File: config.mk
export PLATFORM = sky130hd
export DESIGN_NAME = annexb_nal_unit_splitter
export DESIGN_NICKNAME = d
export VERILOG_FILES = /design/src/rtl/annb_pkg.sv /design/src/rtl/annb_parser.sv /design/src/rtl/annb_out_queue.sv /design/src/rtl/annexb_nal_unit_splitter.sv
export SDC_FILE = /design/constraint.sdc
export NUM_CORES = 1
export LEC_CHECK = 0
export ABC_AREA = 0
export BUFFER_PORTS_ARGS = -buffer_cell sky130_fd_sc_hd__buf_2
export CAP_MARGIN = 20
export CORE_MARGIN = 1
export CORE_UTILIZATION = 30
export DETAILED_ROUTE_END_ITERATION = 10
export PLACE_DENSITY_LB_ADDON = 0.1
export REMOVE_ABC_BUFFERS = 1
export SLEW_MARGIN = 30
export SYNTH_ARGS = -nofsm -noshare
export SYNTH_HDL_FRONTEND = slang
export SYNTH_HIERARCHICAL = 1
export SYNTH_SLANG_ARGS = --single-unit
File: constraint.sdc
create_clock -name aclk -period 12 [get_ports aclk]
set_clock_uncertainty 0.05 [all_clocks]
set_input_delay 1.2 -clock aclk [delete_from_list [all_inputs] [get_ports aclk]]
set_output_delay 1.2 -clock aclk [all_outputs]
set_load 0.005 [all_outputs]
File: src/rtl/annb_pkg.sv
package annb_pkg;

    localparam int BYTE_W      = 8;
    localparam int HOLD_DEPTH  = 4;    // longest held run: one nonzero byte plus three zeros
    localparam int MAX_EMIT    = 5;    // most results one input byte can release
    localparam int QUEUE_DEPTH = 8;

    localparam int HOLD_CNT_W  = $clog2(HOLD_DEPTH + 1);
    localparam int EMIT_CNT_W  = $clog2(MAX_EMIT + 1);
    localparam int QUEUE_CNT_W = $clog2(QUEUE_DEPTH + 1);

    // Configuration register indexes
    localparam int CFG_INDEX_W = 1;
    localparam logic [CFG_INDEX_W-1:0] CFG_CODEC_SELECT = 1'b0;
    localparam logic [CFG_INDEX_W-1:0] CFG_KEEP_MARKER  = 1'b1;

    // Codec select values
    localparam logic CODEC_H264 = 1'b0;

    // NAL unit types
    localparam logic [4:0] H264_MASK = 5'h1F;
    localparam logic [4:0] H264_SPS  = 5'd7;
    localparam logic [4:0] H264_PPS  = 5'd8;
    localparam logic [4:0] H264_IDR  = 5'd5;
    localparam logic [5:0] H265_VPS  = 6'd32;
    localparam logic [5:0] H265_SPS  = 6'd33;
    localparam logic [5:0] H265_PPS  = 6'd34;
    localparam logic [5:0] H265_IDR_W_RADL = 6'd19;
    localparam logic [5:0] H265_IDR_N_LP   = 6'd20;

    typedef enum logic [2:0] {
        KIND_OTHER = 3'd0,
        KIND_VPS   = 3'd1,
        KIND_SPS   = 3'd2,
        KIND_PPS   = 3'd3,
        KIND_IDR   = 3'd4
    } kind_t;

    typedef struct packed {
        logic [BYTE_W-1:0] data;
        logic              first;
        logic              last;
        logic [BYTE_W-1:0] header;
        kind_t             kind;
    } res_t;

    // Results released by one accepted byte, in order from slot 0
    typedef struct packed {
        logic [EMIT_CNT_W-1:0]  n;
        res_t [MAX_EMIT-1:0]    slot;
    } emit_t;

endpackage

File: src/rtl/annb_parser.sv
module annb_parser
    import annb_pkg::*;
(
    input  logic                   aclk,
    input  logic                   aresetn,
    input  logic                   cfg_valid,
    input  logic [CFG_INDEX_W-1:0] cfg_index,
    input  logic                   cfg_data,
    input  logic                   in_accept,
    input  logic [BYTE_W-1:0]      in_byte,
    input  logic                   packet_end,
    output emit_t                  emit
);

    logic                  codec_sel_reg;
    logic                  keep_marker_reg;
    logic [HOLD_DEPTH-1:0][BYTE_W-1:0] hold_reg, hold_mid, hold_next;
    logic [HOLD_CNT_W-1:0] hold_cnt_reg, cnt_mid, hold_cnt_next;
    logic [1:0]            zero_run_reg, zr_mid, zero_run_next;
    logic                  in_unit_reg, iu_mid, in_unit_next;
    logic                  header_wait_reg, hw_mid, header_wait_next;
    logic [BYTE_W-1:0]     header_reg, header_next;
    logic                  first_pend_reg, fp_mid, first_pend_next;

    logic                  is_zero;
    logic                  is_marker;
    logic                  start;
    logic [EMIT_CNT_W-1:0] na;
    logic [EMIT_CNT_W-1:0] nb;
    logic                  a_first;
    logic                  a_last;
    kind_t                 kind;

    function automatic kind_t kind_of(input logic codec, input logic [BYTE_W-1:0] h);
        logic [4:0] t4;
        logic [5:0] t5;
        kind_t      k;
        t4 = h[4:0] & H264_MASK;
        t5 = h[6:1];
        k  = KIND_OTHER;
        if (codec == CODEC_H264) begin
            if (t4 == H264_SPS)      k = KIND_SPS;
            else if (t4 == H264_PPS) k = KIND_PPS;
            else if (t4 == H264_IDR) k = KIND_IDR;
        end else begin
            if (t5 == H265_VPS)      k = KIND_VPS;
            else if (t5 == H265_SPS) k = KIND_SPS;
            else if (t5 == H265_PPS) k = KIND_PPS;
            else if (t5 == H265_IDR_W_RADL || t5 == H265_IDR_N_LP) k = KIND_IDR;
        end
        return k;
    endfunction

    assign is_zero   = (in_byte == '0);
    assign is_marker = (in_byte == BYTE_W'(1)) && zero_run_reg[1];

    always_comb begin
        logic [EMIT_CNT_W-1:0] j;
        j           = '0;
        hold_mid    = hold_reg;
        cnt_mid     = hold_cnt_reg;
        zr_mid      = zero_run_reg;
        iu_mid      = in_unit_reg;
        hw_mid      = header_wait_reg;
        header_next = header_reg;
        fp_mid      = first_pend_reg;
        na          = '0;
        a_first     = 1'b0;
        a_last      = 1'b0;
        start       = 1'b0;

        if (!in_unit_reg) begin
            if (is_zero) begin
                if (zero_run_reg != 2'd3) zr_mid = zero_run_reg + 2'd1;
            end else if (is_marker) begin
                start = 1'b1;
            end else begin
                zr_mid = '0;
            end
        end else if (header_wait_reg) begin
            // release any kept marker, header becomes the only held byte
            header_next = in_byte;
            na          = EMIT_CNT_W'(hold_cnt_reg);
            a_first     = 1'b1;
            fp_mid      = (hold_cnt_reg == '0);
            hold_mid[0] = in_byte;
            cnt_mid     = HOLD_CNT_W'(1);
            zr_mid      = '0;
            hw_mid      = 1'b0;
        end else begin
            if (is_zero) begin
                if (zero_run_reg != 2'd3) begin
                    hold_mid[hold_cnt_reg[1:0]] = '0;
                    cnt_mid = hold_cnt_reg + HOLD_CNT_W'(1);
                    zr_mid  = zero_run_reg + 2'd1;
                end else begin
                    // only the last three zeros can join a marker: release the oldest
                    na      = EMIT_CNT_W'(1);
                    a_first = first_pend_reg;
                    fp_mid  = 1'b0;
                    for (int i = 0; i < HOLD_DEPTH - 1; i++) hold_mid[i] = hold_reg[i+1];
                    hold_mid[HOLD_DEPTH-1] = '0;
                end
            end else if (is_marker) begin
                na      = EMIT_CNT_W'(1);
                a_first = first_pend_reg;
                a_last  = 1'b1;
                fp_mid  = 1'b0;
                start   = 1'b1;
            end else begin
                na          = EMIT_CNT_W'(hold_cnt_reg);
                a_first     = first_pend_reg;
                fp_mid      = (hold_cnt_reg != '0) ? 1'b0 : first_pend_reg;
                hold_mid[0] = in_byte;
                cnt_mid     = HOLD_CNT_W'(1);
                zr_mid      = '0;
            end
        end

        if (start) begin
            iu_mid  = 1'b1;
            hw_mid  = 1'b1;
            zr_mid  = '0;
            cnt_mid = keep_marker_reg ? (HOLD_CNT_W'(zero_run_reg) + HOLD_CNT_W'(1)) : '0;
            for (int i = 0; i < HOLD_DEPTH; i++) begin
                hold_mid[i] = (2'(i) == zero_run_reg) ? BYTE_W'(1) : '0;
            end
        end

        // packet end flushes the line and closes the open unit
        nb = (packet_end && iu_mid && !hw_mid) ? EMIT_CNT_W'(cnt_mid) : '0;

        hold_next        = hold_mid;
        header_wait_next = packet_end ? 1'b0 : hw_mid;
        in_unit_next     = packet_end ? 1'b0 : iu_mid;
        hold_cnt_next    = packet_end ? '0 : cnt_mid;
        zero_run_next    = packet_end ? '0 : zr_mid;
        first_pend_next  = packet_end ? 1'b0 : fp_mid;

        kind   = kind_of(codec_sel_reg, header_next);
        emit.n = in_accept ? EMIT_CNT_W'(na + nb) : '0;
        for (int k = 0; k < MAX_EMIT; k++) begin
            emit.slot[k].header = header_next;
            emit.slot[k].kind   = kind;
            if (EMIT_CNT_W'(k) < na) begin
                emit.slot[k].data  = hold_reg[2'(k)];
                emit.slot[k].first = (k == 0) && a_first;
                emit.slot[k].last  = a_last;
            end else begin
                j = EMIT_CNT_W'(k) - na;
                emit.slot[k].data  = hold_mid[j[1:0]];
                emit.slot[k].first = (j == '0) && fp_mid;
                emit.slot[k].last  = (j == EMIT_CNT_W'(cnt_mid) - EMIT_CNT_W'(1));
            end
        end
    end

    always_ff @(posedge aclk) begin
        if (!aresetn) begin
            codec_sel_reg   <= 1'b0;
            keep_marker_reg <= 1'b0;
        end else if (cfg_valid) begin
            unique case (cfg_index)
                CFG_CODEC_SELECT: codec_sel_reg   <= cfg_data;
                CFG_KEEP_MARKER:  keep_marker_reg <= cfg_data;
            endcase
        end
    end

    always_ff @(posedge aclk) begin
        if (!aresetn) begin
            hold_cnt_reg    <= '0;
            zero_run_reg    <= '0;
            in_unit_reg     <= 1'b0;
            header_wait_reg <= 1'b0;
            header_reg      <= '0;
            first_pend_reg  <= 1'b0;
        end else if (in_accept) begin
            hold_cnt_reg    <= hold_cnt_next;
            zero_run_reg    <= zero_run_next;
            in_unit_reg     <= in_unit_next;
            header_wait_reg <= header_wait_next;
            header_reg      <= header_next;
            first_pend_reg  <= first_pend_next;
        end
    end

    always_ff @(posedge aclk) begin
        if (in_accept) begin
            hold_reg <= hold_next;
        end
    end

`ifndef ASSERT_OFF
    a_wait_in_unit: assert property (@(posedge aclk) disable iff (!aresetn)
        header_wait_reg |-> in_unit_reg)
        else $error("header wait outside a unit");

    a_search_empty: assert property (@(posedge aclk) disable iff (!aresetn)
        !in_unit_reg |-> (hold_cnt_reg == '0))
        else $error("bytes held while searching");

    a_body_zeros: assert property (@(posedge aclk) disable iff (!aresetn)
        (in_unit_reg && !header_wait_reg) |->
            (HOLD_CNT_W'(zero_run_reg) + HOLD_CNT_W'(1) == hold_cnt_reg))
        else $error("hold line out of step with zero run");
`endif

endmodule

File: src/rtl/annb_out_queue.sv
module annb_out_queue
    import annb_pkg::*;
(
    input  logic  aclk,
    input  logic  aresetn,
    input  emit_t emit,
    output logic  room,
    output logic  head_valid,
    input  logic  head_ready,
    output res_t  head
);

    localparam logic [QUEUE_CNT_W-1:0] ROOM_LIMIT = QUEUE_CNT_W'(QUEUE_DEPTH - MAX_EMIT);

    res_t [QUEUE_DEPTH-1:0] q_reg, q_next;
    logic [QUEUE_CNT_W-1:0] cnt_reg, cnt_next;
    logic [QUEUE_CNT_W-1:0] base;
    logic                   pop;

    assign head_valid = (cnt_reg != '0);
    assign head       = q_reg[0];
    assign room       = (cnt_reg <= ROOM_LIMIT);
    assign pop        = head_valid && head_ready;
    assign base       = cnt_reg - QUEUE_CNT_W'(pop);
    assign cnt_next   = base + QUEUE_CNT_W'(emit.n);

    always_comb begin
        logic [QUEUE_CNT_W-1:0] off;
        for (int j = 0; j < QUEUE_DEPTH; j++) begin
            // advance on a transfer, then append new results behind the survivors
            if (pop && (j + 1 < QUEUE_DEPTH)) q_next[j] = q_reg[(j + 1) % QUEUE_DEPTH];
            else                              q_next[j] = q_reg[j];
            off = QUEUE_CNT_W'(j) - base;
            if ((QUEUE_CNT_W'(j) >= base) && (off < QUEUE_CNT_W'(emit.n))) begin
                q_next[j] = emit.slot[off[EMIT_CNT_W-1:0]];
            end
        end
    end

    always_ff @(posedge aclk) begin
        if (!aresetn) begin
            cnt_reg <= '0;
        end else begin
            cnt_reg <= cnt_next;
        end
    end

    always_ff @(posedge aclk) begin
        q_reg <= q_next;
    end

`ifndef ASSERT_OFF
    a_no_overflow: assert property (@(posedge aclk) disable iff (!aresetn)
        cnt_reg <= QUEUE_CNT_W'(QUEUE_DEPTH))
        else $error("output queue overflow");

    a_pop_only: assert property (@(posedge aclk) disable iff (!aresetn)
        (pop && emit.n == '0) |=> (cnt_reg == $past(cnt_reg) - QUEUE_CNT_W'(1)))
        else $error("queue count wrong after transfer");

    a_push_shows: assert property (@(posedge aclk) disable iff (!aresetn)
        (emit.n != '0) |=> head_valid)
        else $error("pushed results not presented");
`endif

endmodule

File: src/rtl/annexb_nal_unit_splitter.sv
// Channel  Direction  Handshake             Payload
// s_       in         s_tvalid / s_tready   s_tdata = in_byte, s_tlast = packet_end
// m_       out        m_tvalid / m_tready   m_tdata = out_byte, unit_header;
//                                           m_tlast = unit_last; m_tuser = unit_first, unit_kind
// cfg_     in         cfg_valid / cfg_ready cfg_index, cfg_data (codec_select, keep_marker)
//
// One input byte is taken per cycle while the output queue holds at most three results;
// one byte releases up to five results into the eight-entry queue in the same cycle.
// Results leave one per cycle, so a stalled m_ side fills the queue and then holds s_tready low.
// Reset is synchronous and clears the control state only; there is no clearing pass.
// cfg_ready is always high.
module annexb_nal_unit_splitter
    import annb_pkg::*;
(
    input  logic                   aclk,
    input  logic                   aresetn,

    input  logic                   s_tvalid,
    output logic                   s_tready,
    input  logic [7:0]             s_tdata,   // [7:0] in_byte
    input  logic                   s_tlast,   // packet_end

    output logic                   m_tvalid,
    input  logic                   m_tready,
    output logic [15:0]            m_tdata,   // [7:0] out_byte, [15:8] unit_header
    output logic                   m_tlast,   // unit_last
    output logic [7:0]             m_tuser,   // [0] unit_first, [3:1] unit_kind, [7:4] zero

    input  logic                   cfg_valid,
    output logic                   cfg_ready,
    input  logic [CFG_INDEX_W-1:0] cfg_index,
    input  logic                   cfg_data
);

    emit_t emit;
    res_t  head;
    logic  room;
    logic  in_accept;

    assign s_tready  = room;
    assign in_accept = s_tvalid && room;
    assign cfg_ready = 1'b1;

    annb_parser u_parser (
        .aclk       (aclk),
        .aresetn    (aresetn),
        .cfg_valid  (cfg_valid),
        .cfg_index  (cfg_index),
        .cfg_data   (cfg_data),
        .in_accept  (in_accept),
        .in_byte    (s_tdata),
        .packet_end (s_tlast),
        .emit       (emit)
    );

    annb_out_queue u_queue (
        .aclk       (aclk),
        .aresetn    (aresetn),
        .emit       (emit),
        .room       (room),
        .head_valid (m_tvalid),
        .head_ready (m_tready),
        .head       (head)
    );

    assign m_tdata = {head.header, head.data};
    assign m_tlast = head.last;
    assign m_tuser = {4'b0000, head.kind, head.first};

endmodule
# == Word level (Yosys, flattened, before mapping) ==
# Index checks and enable logic that the tools add are counted.
# word_totals
register_bits,222
input_bits,16
output_inout_bits,28
# classes
add_sub_neg,20
n_lt_le_gt_ge,37
eq_ne,18
mux,112
bitwise_logic,3
reduce_logical,40
# ops
op,n
$bmux W21 S3,8
$mux W21,22
$mux W32,3
$mux W8,11
$bmux W8 S2,5
$mux W3,22
$mux W10,5
$mux W24,2
$and A32 B32 Y32,1
$lt A3 B4 Y1 const B,8
$lt A4 B3 Y1,8
$not A32 Y32,1
$mux W1,26
$logic_and A1 B1 Y1,19
$eq A6 B6 Y1 const B,3
$logic_not A3 Y1,6
$lt A2 B3 Y1 const B,6
$demux W8 S2,1
$ge A3 B4 Y1 const A,4
$sub A3 B4 Y4 const A,4
$eq A3 B3 Y1,5
$mux W2,7
$reduce_bool A2 Y1,7
$eq A6 B5 Y1 const B,2
other kinds (33),44

# == Logic depth before layout (Yosys ltp) ==
# logic_depth
depth_word,17
depth_mapped,21

# == Cells and area by module ==
# The synthesis kept the hierarchy.
# modules_own_cells
module,instances,cells_per_inst,area_per_inst_um2,seq_area_each_um2
annb_out_queue,1,1387,13568.0,5124.9
annb_parser,1,620,5071.1,1321.3
annexb_nal_unit_splitter,1,8,51.3,0.0

# == Least setup slack after synthesis ==
# Ideal clock, no wire load.
# synth_timing
path_kind,in2reg
start,in s_tdata[3]
end,"reg u_queue.q_reg, in the netlist u_queue/head[0], enable pin"
setup_time_ns,0.378
arrival_ns,5.700
t_required_ns,11.572
slack_ns,5.873
path_stages,20
path_buffers,4
path_cell_list,or4_4 -> buf_6 -> nor4_4 -> o221ai_2 -> inv_2 -> buf_6 -> buf_4 -> ha_1 -> inv_1 -> fa_1 -> xnor2_1 -> a31o_2 -> a21oi_1 -> inv_1 -> ha_1 -> o21ai_0 -> nor4bb_1 -> o21ai_1 -> clkbuf_1 -> nand2_1
# synth_rtl
element,line,text
from (decl),annexb_nal_unit_splitter.sv:20,"input logic [7:0] s_tdata,"
to (signal assigned),annb_out_queue.sv:49,q_reg <= q_next;
to (decl),annb_out_queue.sv:15,"res_t [QUEUE_DEPTH-1:0] q_reg, q_next;"

==> impl_metrics.yaml <==
setup_path:
  cp-start-kind: "input pin"
  rrSetupSlack_ns: 5.19
  rr_endpoint: "u_queue/q_reg[134]$_DFFE_PP_"
  crit_fanout: 55
  endpoint_kind: "flip-flop"
  reg2regPathDepth: 17
  criticalPathCategory: "in -> reg"
  critPathLaunch: "s_tdata[7]"
  reg2reg_from: "u_queue/cnt_reg[1]$_SDFF_PN0_"
  cp.required_ns: 12.16
  crit_arrival_ns: 7.43
final_layout:
  largest_register_ffs: 147
  area.growth.synth_to_final_pct: 7.88
  final_util: 0.327
  num-fill-cells: 6335
  seq_area_um2: 6450
  fin_cells: 2727
  drive_gt1_frac: 0.142
  antennaDiodeCount: 0
  multi_input_area_um2: 10900
  finalNetCount: 1925
detailed_routing:
  antenna_left: 0
  drc: 0
  finalWirelength_mm: 67.6
  drt_iter0_markers: 1420
  viasPerCell: 5.68
  num_vias: 15500
  drt_first_pass_iters: 5
  wl_per_cell_um: 24.8
timing:
  hold_viol_final: 0
  min_period_ns: 7.27
  slew_headroom: 0.347
  setup_viol: 0
  finalSetupTns_ns: 0
  worst_pin_slew_ns: 0.980
  rsz0062_at_grt: "no"
  drv_slew: 0
  maxClockFrequency_mhz: 138
  period_share: 0.606
die:
  start_util: 0.303
  coreArea_um2: 61600
  num_rows: 91
  die-height_um: 252
  die_w_um: 252
  die_area_um2: 63300
  io_pins: 44
place:
  gp_congestion: 0.845
  dp_hpwl_mm: 45.2
  dp.cells: 2674
  portBuffers: 38
clock_network:
  clk_latency_ns: 0.59
  holdBufCountCts: 0
  cts_resized: 0
  clock-sinks: 222
  cts_setup_buffers: 0
  clk_path_buf_depth: 3
  cts_tree: "yes"
  clkTransAtPathRegs_ns: 0.06
  cts-htree-levels: 1
  cts_buffers: 29
  cts-root-buf: "clkbuf_16"
worst_hold_path:
  min-delay-start: "u_parser/header_reg[0]$_SDFFE_PN0P_"
  whs_path_depth: 2
  min_path_type: "reg -> reg"
  holdPathEnd: "u_parser/header_reg[0]$_SDFFE_PN0P_"
synth:
  synth_area_um2: 18700
  synth_most_common_cell: "nand2_1"
  synth-seq-cells: 222
  synth.top_cell.area_share: 0.321
  synth_commonest_cells: "209 x nand2_1, 200 x edfxtp_1, 168 x o21ai_0"
  synth_edf_count: 200
  yosys.area.top_type: "edfxtp_1"
  yosysWarningCount: 6
  synth_ff_type: "edfxtp_1"
  synthCells: 2015
  async_flop_share: 0
  postSynthAreaPerCell_um2: 9.28
  ys_seq_area_frac: 0.345
  yosys-top-cells-area: "edfxtp_1 32%, mux4_2 5.1%, o21ai_0 4.5%, nand2_1 4.2%, mux2_1 4.0%"
  synth.distinct_cells: 89
grt:
  gr-usage-all-layers: 0.212
  grt_pass1_wl_mm: 101
  grt_pass1_vias: 14900
  antenna_found_initial: 0
  overflow: 0
  grt_max_degree: 86
run:
  drv_cap: 0
run_status:
  outcome: "finished clean"
cells in the final DEF (no fill, tap or decap), types with 9 or more instances in the layout:
master and instances:
buf_4 47, o21ai_1 24, a31oi_1 66, ha_1 35, a21oi_1 80, a21o_1 28
a21boi_0 10, o21ai_0 168, clkinv_1 9, and2_1 9, nor2_1 106, mux2_2 23
o41ai_1 10, and3_1 25, mux4_2 42, o211ai_1 9, inv_2 9, mux2i_1 74
nor2b_1 17, nand2b_1 16, o221ai_1 12, a22o_1 27, inv_1 42, nand4_1 15
a221oi_1 23, edfxtp_1 200, buf_2 38, a2bb2oi_1 21, clkbuf_16 29, o2bb2ai_1 42
o22ai_1 12, a211oi_1 23, mux2_1 67, nor3_1 24, nor3b_1 42, dfxtp_1 22
nand3_1 33, a22oi_1 52, nand2_1 206
cells by family after synthesis:
logic type / Yosys count / synth area share
AO/OA/AOI/OAI: 659 / 0.238
XOR/XNOR: 19 / 0.0127
adder cells (fa/ha/maj): 41 / 0.0283
buffers and inverters: 319 / 0.0849
flip-flops: 222 / 0.345
multiplexers: 206 / 0.144
other: 2 / 0.000402
AND/OR/NAND/NOR: 547 / 0.146
area by class of cell:
cell class,instances,share of cell area
repair buffers,87,0.0297
well taps,837,0.0519
inverters,51,0.00949
flip-flops and latches,222,0.320
clock inverters,21,0.0133
multi-input cells,1477,0.539
clock buffers,32,0.0365
worst max-delay path by stage:
stage	end	slack, ns	cells past startpoint
2_1_floorplan	u_queue/head[0]$_DFFE_PP_	0.50	14
3_3_place_gp	u_queue/q_reg[105]$_DFFE_PP_	3.86	18
3_5_place_dp	u_queue/q_reg[105]$_DFFE_PP_	4.15	18
4_1_cts	u_queue/q_reg[123]$_DFFE_PP_	4.75	18
5_1_grt	u_queue/q_reg[123]$_DFFE_PP_	4.35	18
6_report	u_queue/q_reg[112]$_DFFE_PP_	4.73	18
critical path: stages:
cell,delay [ns]
buf_2,0.13
or3_1,0.71
nor4_4,0.58
o221ai_2,0.18
buf_4,0.27
inv_2,0.69
ha_1,0.28
inv_1,0.06
fa_1,0.42
xnor2_1,0.21
nand4_1,0.12
a21oi_1,0.32
inv_1,0.24
ha_1,0.25
a211o_1,0.27
a2111oi_4,0.32
buf_4,0.48
or2_2,0.67
metrics by stage:
| stage | setup WS [ns] | hold WS (ns) | instance area (um^2) |
|---|---|---|---|
| global placement | 3.86 | 0.404 | 19100 |
| floorplan | 0.501 | 0.391 | 17300 |
| detailed placement | 4.15 | 0.410 | 19200 |
| global route | 4.35 | 0.443 | 20200 |
| CTS | 4.75 | 0.417 | 20200 |
| finish | 4.73 | 0.417 | 20200 |
routing by layer:
| metal | up-vias | global-route usage | share of wire |
|---|---|---|---|
| met1 | 7664 | 0.302 | 0.47 |
| met4 | 0 | 0.0429 | 0.016 |
| met2 | 457 | 0.347 | 0.46 |
| met3 | 63 | 0.0193 | 0.046 |
| li1 | 7298 | - | - |
| met5 | - | 0 | 0 |
Power is left out: the tool's default activity adds up to more than one toggle a clock period on the data nets, which glitch-free logic cannot reach.
